<file path="src/rtl/core/ffra_pkg.sv">
`timescale 1ns / 1ps
// ----------------------------------------------------------------------------
// ffra_pkg
// Shared widths, status codes and sequencer states of the region allocator.
// ----------------------------------------------------------------------------
package ffra_pkg;

    // Field widths of a request and response word
    localparam int START_W = 13;
    localparam int END_W   = 14;
    localparam int SIZE_W  = 14;
    localparam int SUM_W   = 15;  // last end plus size, room for the carry

    // Pool size in units
    localparam int POOL_UNITS = 8192;
    localparam logic [SUM_W-1:0] POOL_LIMIT = SUM_W'(POOL_UNITS);

    // Request operation codes
    localparam logic FN_ALLOC = 1'b0;
    localparam logic FN_FREE  = 1'b1;

    // Response status codes
    typedef enum logic [1:0] {
        ST_OK       = 2'd0,
        ST_NOSPACE  = 2'd1,
        ST_FULL     = 2'd2,
        ST_NOTFOUND = 2'd3
    } t_status;

    // Sequencer states
    typedef enum logic [2:0] {
        S_IDLE,
        S_SCAN,
        S_PLACE,
        S_UP,
        S_INS,
        S_DOWN,
        S_DONE
    } t_state;

endpackage

</file>
<file path="src/rtl/core/ffra_req_if.sv">
`timescale 1ns / 1ps
// ----------------------------------------------------------------------------
// ffra_req_if
// Request channel: operation, allocate size and start of region to free.
// ----------------------------------------------------------------------------
interface ffra_req_if
    import ffra_pkg::*;
();
    logic               valid;
    logic               ready;
    logic               func;
    logic [SIZE_W-1:0]  alloc_size;
    logic [START_W-1:0] free_start;

    modport source (output valid, func, alloc_size, free_start, input ready);
    modport sink   (input valid, func, alloc_size, free_start, output ready);
endinterface

</file>
<file path="src/rtl/core/ffra_rsp_if.sv">
`timescale 1ns / 1ps
// ----------------------------------------------------------------------------
// ffra_rsp_if
// Response channel: status and bounds of the region allocated or freed.
// ----------------------------------------------------------------------------
interface ffra_rsp_if
    import ffra_pkg::*;
();
    logic               valid;
    logic               ready;
    logic [1:0]         status;
    logic [START_W-1:0] region_start;
    logic [END_W-1:0]   region_end;

    modport source (output valid, status, region_start, region_end, input ready);
    modport sink   (input valid, status, region_start, region_end, output ready);
endinterface

</file>
<file path="src/rtl/core/first_fit_region_allocator.sv">
`timescale 1ns / 1ps
// ----------------------------------------------------------------------------
// first_fit_region_allocator
// First-fit allocator over a sorted table of half-open regions in a pool.
// ----------------------------------------------------------------------------
//  Channel  Dir  Handshake      Word
//  i_req    in   valid/ready    func, alloc_size, free_start
//  o_rsp    out  valid/ready    status, region_start, region_end
//
//  A request walks n table entries (one per cycle, bounded by the read port
//  of the table RAM), then moves m entries to open or close a slot (one per
//  cycle), plus placement check and insert for an allocate, and the
//  hand-off for both. n + m never exceeds the entry count; a full table or
//  a zero size goes straight to the hand-off.
//  Synchronous active-low reset empties the table; no clearing pass.
//  A finished word waits in the output register; the next request is taken
//  meanwhile, and only its hand-off stalls until o_rsp is free.
// ----------------------------------------------------------------------------
module first_fit_region_allocator
    import ffra_pkg::*;
#(
    parameter int MAX_REGIONS = 64
) (
    input  logic        i_clk,
    input  logic        i_rst_n,
    ffra_req_if.sink    i_req,
    ffra_rsp_if.source  o_rsp
);

    localparam int IW = (MAX_REGIONS > 1) ? $clog2(MAX_REGIONS) : 1;
    localparam int CW = $clog2(MAX_REGIONS + 1);
    localparam int DW = START_W + END_W;
    localparam logic [CW-1:0] MAX_CNT = CW'(MAX_REGIONS);

    // Sequencer and request registers
    t_state              r_state, n_state;
    logic                r_func;
    logic [SIZE_W-1:0]   r_size;
    logic [START_W-1:0]  r_fstart;
    logic [CW-1:0]       r_count, n_count;
    logic [CW-1:0]       r_k, n_k;
    logic [CW-1:0]       r_pos, n_pos;
    logic [END_W-1:0]    r_last_end, n_last_end;
    t_status             r_res_status, n_res_status;
    logic [START_W-1:0]  r_res_start, n_res_start;
    logic [END_W-1:0]    r_res_end, n_res_end;

    // Output register
    logic                r_out_valid, n_out_valid;
    t_status             r_out_status;
    logic [START_W-1:0]  r_out_start;
    logic [END_W-1:0]    r_out_end;

    // Table RAM ports
    logic                w_we;
    logic [IW-1:0]       w_waddr, w_raddr;
    logic [DW-1:0]       w_wdata, w_q;
    logic [START_W-1:0]  w_q_start;
    logic [END_W-1:0]    w_q_end;

    // Shared compare unit and index arithmetic
    logic                w_in_acc;
    logic                w_out_free;
    logic [SUM_W-1:0]    w_sum;
    logic                w_fit;
    logic                w_hit;
    logic [CW-1:0]       w_k_inc, w_k_dec;
    logic                w_last;

    ffra_ram #(
        .DEPTH (MAX_REGIONS),
        .AW    (IW),
        .DW    (DW)
    ) u_ram (
        .i_clk   (i_clk),
        .i_we    (w_we),
        .i_waddr (w_waddr),
        .i_wdata (w_wdata),
        .i_raddr (w_raddr),
        .o_rdata (w_q)
    );

    assign w_q_start = w_q[START_W-1:0];
    assign w_q_end   = w_q[DW-1:START_W];

    assign w_in_acc   = i_req.valid && i_req.ready;
    assign w_out_free = !r_out_valid || o_rsp.ready;

    // End of the candidate region; fits a gap or the pool if not past its bound
    assign w_sum   = SUM_W'(r_last_end) + SUM_W'(r_size);
    assign w_fit   = (w_sum <= POOL_LIMIT);
    assign w_hit   = (r_func == FN_ALLOC) ? (SUM_W'(w_q_start) >= w_sum)
                                          : (w_q_start == r_fstart);
    assign w_k_inc = r_k + CW'(1);
    assign w_k_dec = r_k - CW'(1);
    assign w_last  = (w_k_inc == r_count);

    // Next state
    always_comb begin
        n_state = r_state;
        case (r_state)
            S_IDLE: begin
                if (w_in_acc) begin
                    if (i_req.func == FN_ALLOC) begin
                        if (r_count == MAX_CNT || i_req.alloc_size == '0) begin
                            n_state = S_DONE;
                        end else if (r_count == '0) begin
                            n_state = S_PLACE;
                        end else begin
                            n_state = S_SCAN;
                        end
                    end else begin
                        n_state = (r_count == '0) ? S_DONE : S_SCAN;
                    end
                end
            end
            S_SCAN: begin
                if (r_func == FN_ALLOC) begin
                    if (w_hit || w_last) begin
                        n_state = S_PLACE;
                    end
                end else if (w_last) begin
                    n_state = S_DONE;
                end else if (w_hit) begin
                    n_state = S_DOWN;
                end
            end
            S_PLACE: begin
                if (!w_fit || r_pos == r_count) begin
                    n_state = S_DONE;
                end else begin
                    n_state = S_UP;
                end
            end
            S_UP: begin
                if (r_k == r_pos) begin
                    n_state = S_INS;
                end
            end
            S_INS: begin
                n_state = S_DONE;
            end
            S_DOWN: begin
                if (w_last) begin
                    n_state = S_DONE;
                end
            end
            S_DONE: begin
                if (w_out_free) begin
                    n_state = S_IDLE;
                end
            end
            default: begin
                n_state = S_IDLE;
            end
        endcase
    end

    // Address of the last valid entry
    function automatic logic [IW-1:0] w_dec_count();
        logic [CW-1:0] v;
        v = r_count - CW'(1);
        return v[IW-1:0];
    endfunction

    // Datapath control, table port control and results
    always_comb begin
        n_count      = r_count;
        n_k          = r_k;
        n_pos        = r_pos;
        n_last_end   = r_last_end;
        n_res_status = r_res_status;
        n_res_start  = r_res_start;
        n_res_end    = r_res_end;
        w_we         = 1'b0;
        w_waddr      = r_pos[IW-1:0];
        w_wdata      = {w_sum[END_W-1:0], r_last_end[START_W-1:0]};
        w_raddr      = w_k_inc[IW-1:0];
        case (r_state)
            S_IDLE: begin
                w_raddr = '0;
                if (w_in_acc) begin
                    n_k          = '0;
                    n_pos        = '0;
                    n_last_end   = '0;
                    n_res_start  = '0;
                    n_res_end    = '0;
                    n_res_status = ST_NOTFOUND;
                    if (i_req.func == FN_ALLOC) begin
                        n_res_status = (r_count == MAX_CNT) ? ST_FULL : ST_NOSPACE;
                    end
                end
            end
            S_SCAN: begin
                // next entry is read ahead every cycle
                n_k = w_k_inc;
                if (r_func == FN_ALLOC) begin
                    if (w_hit) begin
                        n_pos = r_k;
                    end else begin
                        n_last_end = w_q_end;
                        if (w_last) begin
                            n_pos = r_count;
                        end
                    end
                end else if (w_hit) begin
                    n_pos        = r_k;
                    n_res_status = ST_OK;
                    n_res_start  = w_q_start;
                    n_res_end    = w_q_end;
                    if (w_last) begin
                        n_count = r_count - CW'(1);
                    end
                end
            end
            S_PLACE: begin
                w_raddr = w_dec_count();
                if (!w_fit) begin
                    n_res_status = ST_NOSPACE;
                end else if (r_pos == r_count) begin
                    w_we         = 1'b1;
                    n_count      = r_count + CW'(1);
                    n_res_status = ST_OK;
                    n_res_start  = r_last_end[START_W-1:0];
                    n_res_end    = w_sum[END_W-1:0];
                end else begin
                    n_k = r_count - CW'(1);
                end
            end
            S_UP: begin
                // move entry k up by one, reading the one below it
                w_we    = 1'b1;
                w_waddr = w_k_inc[IW-1:0];
                w_wdata = w_q;
                w_raddr = w_k_dec[IW-1:0];
                if (r_k != r_pos) begin
                    n_k = w_k_dec;
                end
            end
            S_INS: begin
                w_we         = 1'b1;
                n_count      = r_count + CW'(1);
                n_res_status = ST_OK;
                n_res_start  = r_last_end[START_W-1:0];
                n_res_end    = w_sum[END_W-1:0];
            end
            S_DOWN: begin
                // move entry k down by one, reading the one above it
                w_we    = 1'b1;
                w_waddr = w_k_dec[IW-1:0];
                w_wdata = w_q;
                if (w_last) begin
                    n_count = r_count - CW'(1);
                end else begin
                    n_k = w_k_inc;
                end
            end
            S_DONE: begin
            end
            default: begin
            end
        endcase
    end

    // Output register load and release
    always_comb begin
        n_out_valid = r_out_valid;
        if (r_state == S_DONE && w_out_free) begin
            n_out_valid = 1'b1;
        end else if (r_out_valid && o_rsp.ready) begin
            n_out_valid = 1'b0;
        end
    end

    // Control registers
    always_ff @(posedge i_clk) begin
        if (!i_rst_n) begin
            r_state     <= S_IDLE;
            r_count     <= '0;
            r_out_valid <= 1'b0;
        end else begin
            r_state     <= n_state;
            r_count     <= n_count;
            r_out_valid <= n_out_valid;
        end
    end

    // Payload registers
    always_ff @(posedge i_clk) begin
        if (w_in_acc) begin
            r_func   <= i_req.func;
            r_size   <= i_req.alloc_size;
            r_fstart <= i_req.free_start;
        end
        r_k          <= n_k;
        r_pos        <= n_pos;
        r_last_end   <= n_last_end;
        r_res_status <= n_res_status;
        r_res_start  <= n_res_start;
        r_res_end    <= n_res_end;
        if (r_state == S_DONE && w_out_free) begin
            r_out_status <= r_res_status;
            r_out_start  <= r_res_start;
            r_out_end    <= r_res_end;
        end
    end

    assign i_req.ready        = (r_state == S_IDLE);
    assign o_rsp.valid        = r_out_valid;
    assign o_rsp.status       = r_out_status;
    assign o_rsp.region_start = r_out_start;
    assign o_rsp.region_end   = r_out_end;

    // Checks
    a_count_bound: assert property (@(posedge i_clk) disable iff (!i_rst_n)
        r_count <= MAX_CNT)
        else $error("region count above table depth");

    a_count_step: assert property (@(posedge i_clk) disable iff (!i_rst_n)
        1'b1 |=> (r_count == $past(r_count) || r_count == $past(r_count) + CW'(1)
                  || r_count + CW'(1) == $past(r_count)))
        else $error("region count moved by more than one");

    a_full_reject: assert property (@(posedge i_clk) disable iff (!i_rst_n)
        (w_in_acc && i_req.func == FN_ALLOC && r_count == MAX_CNT)
        |=> (r_state == S_DONE && r_res_status == ST_FULL))
        else $error("allocate on full table not rejected");

    a_ok_nonempty: assert property (@(posedge i_clk) disable iff (!i_rst_n)
        (r_out_valid && r_out_status == ST_OK) |-> (r_out_end > END_W'(r_out_start)))
        else $error("ok word with empty region");

    a_no_idle_write: assert property (@(posedge i_clk) disable iff (!i_rst_n)
        w_we |-> (r_state != S_IDLE && r_state != S_DONE))
        else $error("table written outside a request");

endmodule

</file>
<file path="src/rtl/core/ffra_ram.sv">
`timescale 1ns / 1ps
// ----------------------------------------------------------------------------
// ffra_ram
// Region table storage: one write port, one read port, registered read data.
// ----------------------------------------------------------------------------
module ffra_ram #(
    parameter int DEPTH = 64,
    parameter int AW    = 6,
    parameter int DW    = 27
) (
    input  logic          i_clk,
    input  logic          i_we,
    input  logic [AW-1:0] i_waddr,
    input  logic [DW-1:0] i_wdata,
    input  logic [AW-1:0] i_raddr,
    output logic [DW-1:0] o_rdata
);

    logic [DW-1:0] r_mem [DEPTH];
    logic [DW-1:0] r_rdata;

    // Write and registered read
    always_ff @(posedge i_clk) begin
        if (i_we) begin
            r_mem[i_waddr] <= i_wdata;
        end
        r_rdata <= r_mem[i_raddr];
    end

    assign o_rdata = r_rdata;

endmodule

</file>
<file path="src/flat_wrapper.sv">
// flat-port wrapper written by rule: the top's interface ports become plain ports
module first_fit_region_allocator_flat import ffra_pkg::*;
#(
    parameter int MAX_REGIONS = 64
)
  (i_clk, i_rst_n, i_req_valid, i_req_func, i_req_alloc_size, i_req_free_start, i_req_ready, o_rsp_valid, o_rsp_status, o_rsp_region_start, o_rsp_region_end, o_rsp_ready);
  ffra_req_if i_req_i ();
  ffra_rsp_if o_rsp_i ();
  input  logic i_clk;
  input  logic i_rst_n;
  input wire logic [$bits(i_req_i.valid)-1:0] i_req_valid;
  input wire logic [$bits(i_req_i.func)-1:0] i_req_func;
  input wire logic [$bits(i_req_i.alloc_size)-1:0] i_req_alloc_size;
  input wire logic [$bits(i_req_i.free_start)-1:0] i_req_free_start;
  output wire logic [$bits(i_req_i.ready)-1:0] i_req_ready;
  output wire logic [$bits(o_rsp_i.valid)-1:0] o_rsp_valid;
  output wire logic [$bits(o_rsp_i.status)-1:0] o_rsp_status;
  output wire logic [$bits(o_rsp_i.region_start)-1:0] o_rsp_region_start;
  output wire logic [$bits(o_rsp_i.region_end)-1:0] o_rsp_region_end;
  input wire logic [$bits(o_rsp_i.ready)-1:0] o_rsp_ready;
  assign i_req_i.valid = i_req_valid;
  assign i_req_i.func = i_req_func;
  assign i_req_i.alloc_size = i_req_alloc_size;
  assign i_req_i.free_start = i_req_free_start;
  assign i_req_ready = i_req_i.ready;
  assign o_rsp_valid = o_rsp_i.valid;
  assign o_rsp_status = o_rsp_i.status;
  assign o_rsp_region_start = o_rsp_i.region_start;
  assign o_rsp_region_end = o_rsp_i.region_end;
  assign o_rsp_i.ready = o_rsp_ready;
  first_fit_region_allocator #(.MAX_REGIONS(MAX_REGIONS)) u_core (.i_clk(i_clk), .i_rst_n(i_rst_n), .i_req(i_req_i), .o_rsp(o_rsp_i));
endmodule
</file>
<file path="config.mk">
export PLATFORM = sky130hd
export DESIGN_NAME = first_fit_region_allocator_flat
export DESIGN_NICKNAME = d
export VERILOG_FILES = /design/src/rtl/core/ffra_pkg.sv /design/src/rtl/core/ffra_req_if.sv /design/src/rtl/core/ffra_rsp_if.sv /design/src/rtl/core/first_fit_region_allocator.sv /design/src/rtl/core/ffra_ram.sv /design/src/flat_wrapper.sv
export SDC_FILE = /design/constraint.sdc
export NUM_CORES = 2
export LEC_CHECK = 0
export BUFFER_PORTS_ARGS = -buffer_cell sky130_fd_sc_hd__buf_2
export CAP_MARGIN = 20
export CORE_MARGIN = 3
export CORE_UTILIZATION = 40
export CTS_CLUSTER_SIZE = 25
export DETAILED_ROUTE_END_ITERATION = 10
export PLACE_DENSITY_LB_ADDON = 0.12
export SYNTH_ARGS = -nofsm -noshare
export SYNTH_HDL_FRONTEND = slang
export SYNTH_SLANG_ARGS = --single-unit
</file>
<file path="constraint.sdc">
create_clock -name i_clk -period 11.2 [get_ports i_clk]
set_clock_uncertainty 0.1 [all_clocks]
set_input_delay 2.8 -clock i_clk [delete_from_list [all_inputs] [get_ports i_clk]]
set_output_delay 2.8 -clock i_clk [all_outputs]
set_load 0.01 [all_outputs]
</file>
==> results.ini <==
[clock_tree]
post_cts_buffers = 0
cts_resized = 0
htreeDepth = 4
insertion_delay_ns = 0.84
cts_buffers = 198
hold_buffers = 0
cts-root-buf = clkbuf_16
clock_path_buffers = 3
clock_sinks = 1880
clkTransAtPathRegs_ns = 0.06
cts_tree = built

[placed_design]
numPlacedInstances = 7810
pre_cts_slack_ns = 5.53
dp_hpwl_um = 118000
io_buffers = 62
gp_congestion = 0.858

[final_layout]
final_common_cell = edfxtp_1
final_cell_mix = edfxtp_1, nand2_1, a211oi_1, and2_0, a21oi_1
final_core_util = 0.456
drive_above_1_share = 0.108
instances_no_fill = 8181
area_delta_synth_final_pct = 13.0
nNetsFinal = 5560

[sta]
setup_violations = 0
fin_crit_ns = 5.67
tightest_slew_ns = 1.26
setup_ws_ns = 5.53
finalHoldViolations = 0
fin_setup_tns_ns = 0
fmax_mhz = 176
min_period_over_period = 0.507
rsz0062_at_grt = false
relSlewSlack = 0.154
maxSlewViolCount = 0

[routing]
firstDrtPassIters = 5
ant_nets = 0
avgViaCountPerCell = 5.75
via_count = 47000
drcViolationCount = 0
wl_per_cell_um = 27.5
wirelength_um = 225000
drt_iter0_drc = 4900

[flow_run]
maxCapViolations = 0

[synth]
syn_nets = 5571
synthArstFlopShare = 0
synth_cell_types = 81
ys_ff_latch = 1880
syn_area_um2 = 76800
ys.flop_type = edfxtp_1
synth_warnings = 0
synth_edf_count = 1842
netlist_instances = 5511
syn_area_per_cell_um2 = 13.9
yosysSeqAreaShare = 0.730

[worst_setup_path]
critPathTopFamily = simple AND/OR/NAND/NOR gates
cp_cell_sequence = ha_1 -> fa_1 -> a211oi_4 -> o21ai_1 -> xnor2_2 -> and4_1 -> nand4bb_1 -> o41ai_4 -> and2_4 -> a31oi_4 -> buf_4 -> nor3_2 -> buf_4
cp_common_cell = buf_4
crit_path_max_fanout = 63
startpoint_type = flop
worstPathRequired_ns = 11.60
slowest_delay_ns = 1.01
cp-end-kind = flop
crit_slowest_cell = nor3_2
arrival_ns = 6.07
crit_type = reg2reg
crit_buf_inv = 2

[floorplan]
num_rows = 160
die_x_um = 444
die-area_um2 = 197000
core_area_um2 = 191000
fp.dieH_um = 444
boundaryPins = 63
start_util = 0.403

[global_routing]
grt_pass1_wl_um = 325000
grt_pass1_vias = 45000
grt.overflow.total = 0
antenna_found_initial = 9
grt_max_degree = 186
grt_usage = 0.224

[min_path]
hold_path_class = reg2reg

[outcome]
status = completed

-- cell type report --
class / count / area [um2]
repair buffers: 220 / 1730
inverters: 26 / 97.6
diodes: 6 / 15.0
multi-input cells: 3174 / 19600
well taps: 2511 / 3140
clock inverters: 96 / 798
fillers: 16900 / 104000
clock buffers: 268 / 5350
flip-flops and latches: 1880 / 56100
-- worst paths after layout --
kind                           from                       endpoint  slack, ns  depth (start not counted)
max reg2reg    u_core.r_last_end[0]     u_core.u_ram.r_mem[22][26]       5.53                         13
max            u_core.r_last_end[0]     u_core.u_ram.r_mem[22][26]       5.53                         13
min reg2reg  u_core.r_res_start[12]  u_core.o_rsp.region_start[12]       0.31                          0
min          u_core.r_res_start[12]  u_core.o_rsp.region_start[12]       0.31                          0
-- registers in the layout (all words and copies together) (netlist names), 2 cells and up --
register	flops
u_core.u_ram.o_rdata	27
u_core.r_res_end	14
u_core.o_rsp.region_end	14
u_core.r_res_start	13
u_core.r_last_end	14
u_core.r_res_status	2
u_core.u_ram.r_mem	1728
u_core.r_count	7
u_core.r_state	3
u_core.o_rsp.status	2
u_core.r_pos	7
u_core.r_size	14
u_core.r_k	7
u_core.r_fstart	13
u_core.o_rsp.region_start	13
-- cell families (layout without fill, tap and decap cells) --
logic type      after synthesis  in the layout  share of synthesized area
fa+ha+maj                    30             30                    0.00493
mux                          15             15                    0.00199
flops                      1880           1880                      0.730
compound gates             1454           1454                      0.134
buf+inv                     457            610                     0.0236
xor+xnor                     61             61                    0.00725
simple gates               1614           1614                     0.0982
other cells                   0              6                          0
-- worst reg2reg max path, delay by kind of cell (launching register included) --
family	cells	cell delay [ns]
xor gates and xnor gates	1	0.33
and+or+nand+nor	4	1.81
adders and majority gates	2	0.72
DFF	1	0.42
AOI/OAI and AO/OA	4	1.09
buffers and inverters	2	0.87
-- metal layers --
layer	up-vias	track usage	routed length [um]
li1	21300	-	-
met1	24100	0.315	100000
met2	1302	0.365	107000
met3	275	0.0286	11000
met4	0	0.0656	6410
met5	-	0	0
-- per-stage QoR --
stage	hold WS, ns	cell area (um2)
floorplan	0.300	76800
global placement	0.304	80600
detailed placement	0.305	80700
CTS	0.316	86800
global route	0.327	86800
finish	0.312	86800
-- synthesized netlist by cell type, types with 3 or more instances --
cell | number | area [um2]
a211oi_1 | 623 | 4680
a21o_1 | 20 | 150
a21oi_1 | 244 | 1220
a22o_1 | 12 | 105
a311oi_1 | 216 | 1890
a31oi_1 | 225 | 1410
and2_0 | 325 | 2030
and2_1 | 124 | 776
buf_1 | 47 | 176
buf_2 | 52 | 260
buf_6 | 4 | 45.0
clkbuf_1 | 328 | 1230
dfxtp_1 | 38 | 761
edfxtp_1 | 1842 | 55300
ha_1 | 27 | 338
inv_1 | 25 | 93.8
mux2i_1 | 13 | 130
nand2_1 | 968 | 3630
nand2b_1 | 8 | 50.1
nand3_1 | 18 | 90.1
nand4_1 | 13 | 81.3
nor2_1 | 46 | 173
nor3_1 | 44 | 220
nor3b_1 | 3 | 22.5
nor4_1 | 39 | 244
nor4b_1 | 5 | 43.8
o211ai_1 | 8 | 60.1
o21a_1 | 8 | 60.1
o21ai_0 | 38 | 190
o21ai_1 | 4 | 20.0
o21bai_1 | 8 | 60.1
o221ai_1 | 3 | 26.3
o22a_1 | 3 | 26.3
o22ai_1 | 8 | 50.1
or3_1 | 5 | 31.3
xnor2_1 | 30 | 263
xor2_1 | 28 | 245
Power is not shown: default switching activity piles up to over one toggle a cycle in this logic, so the estimate is an artifact.
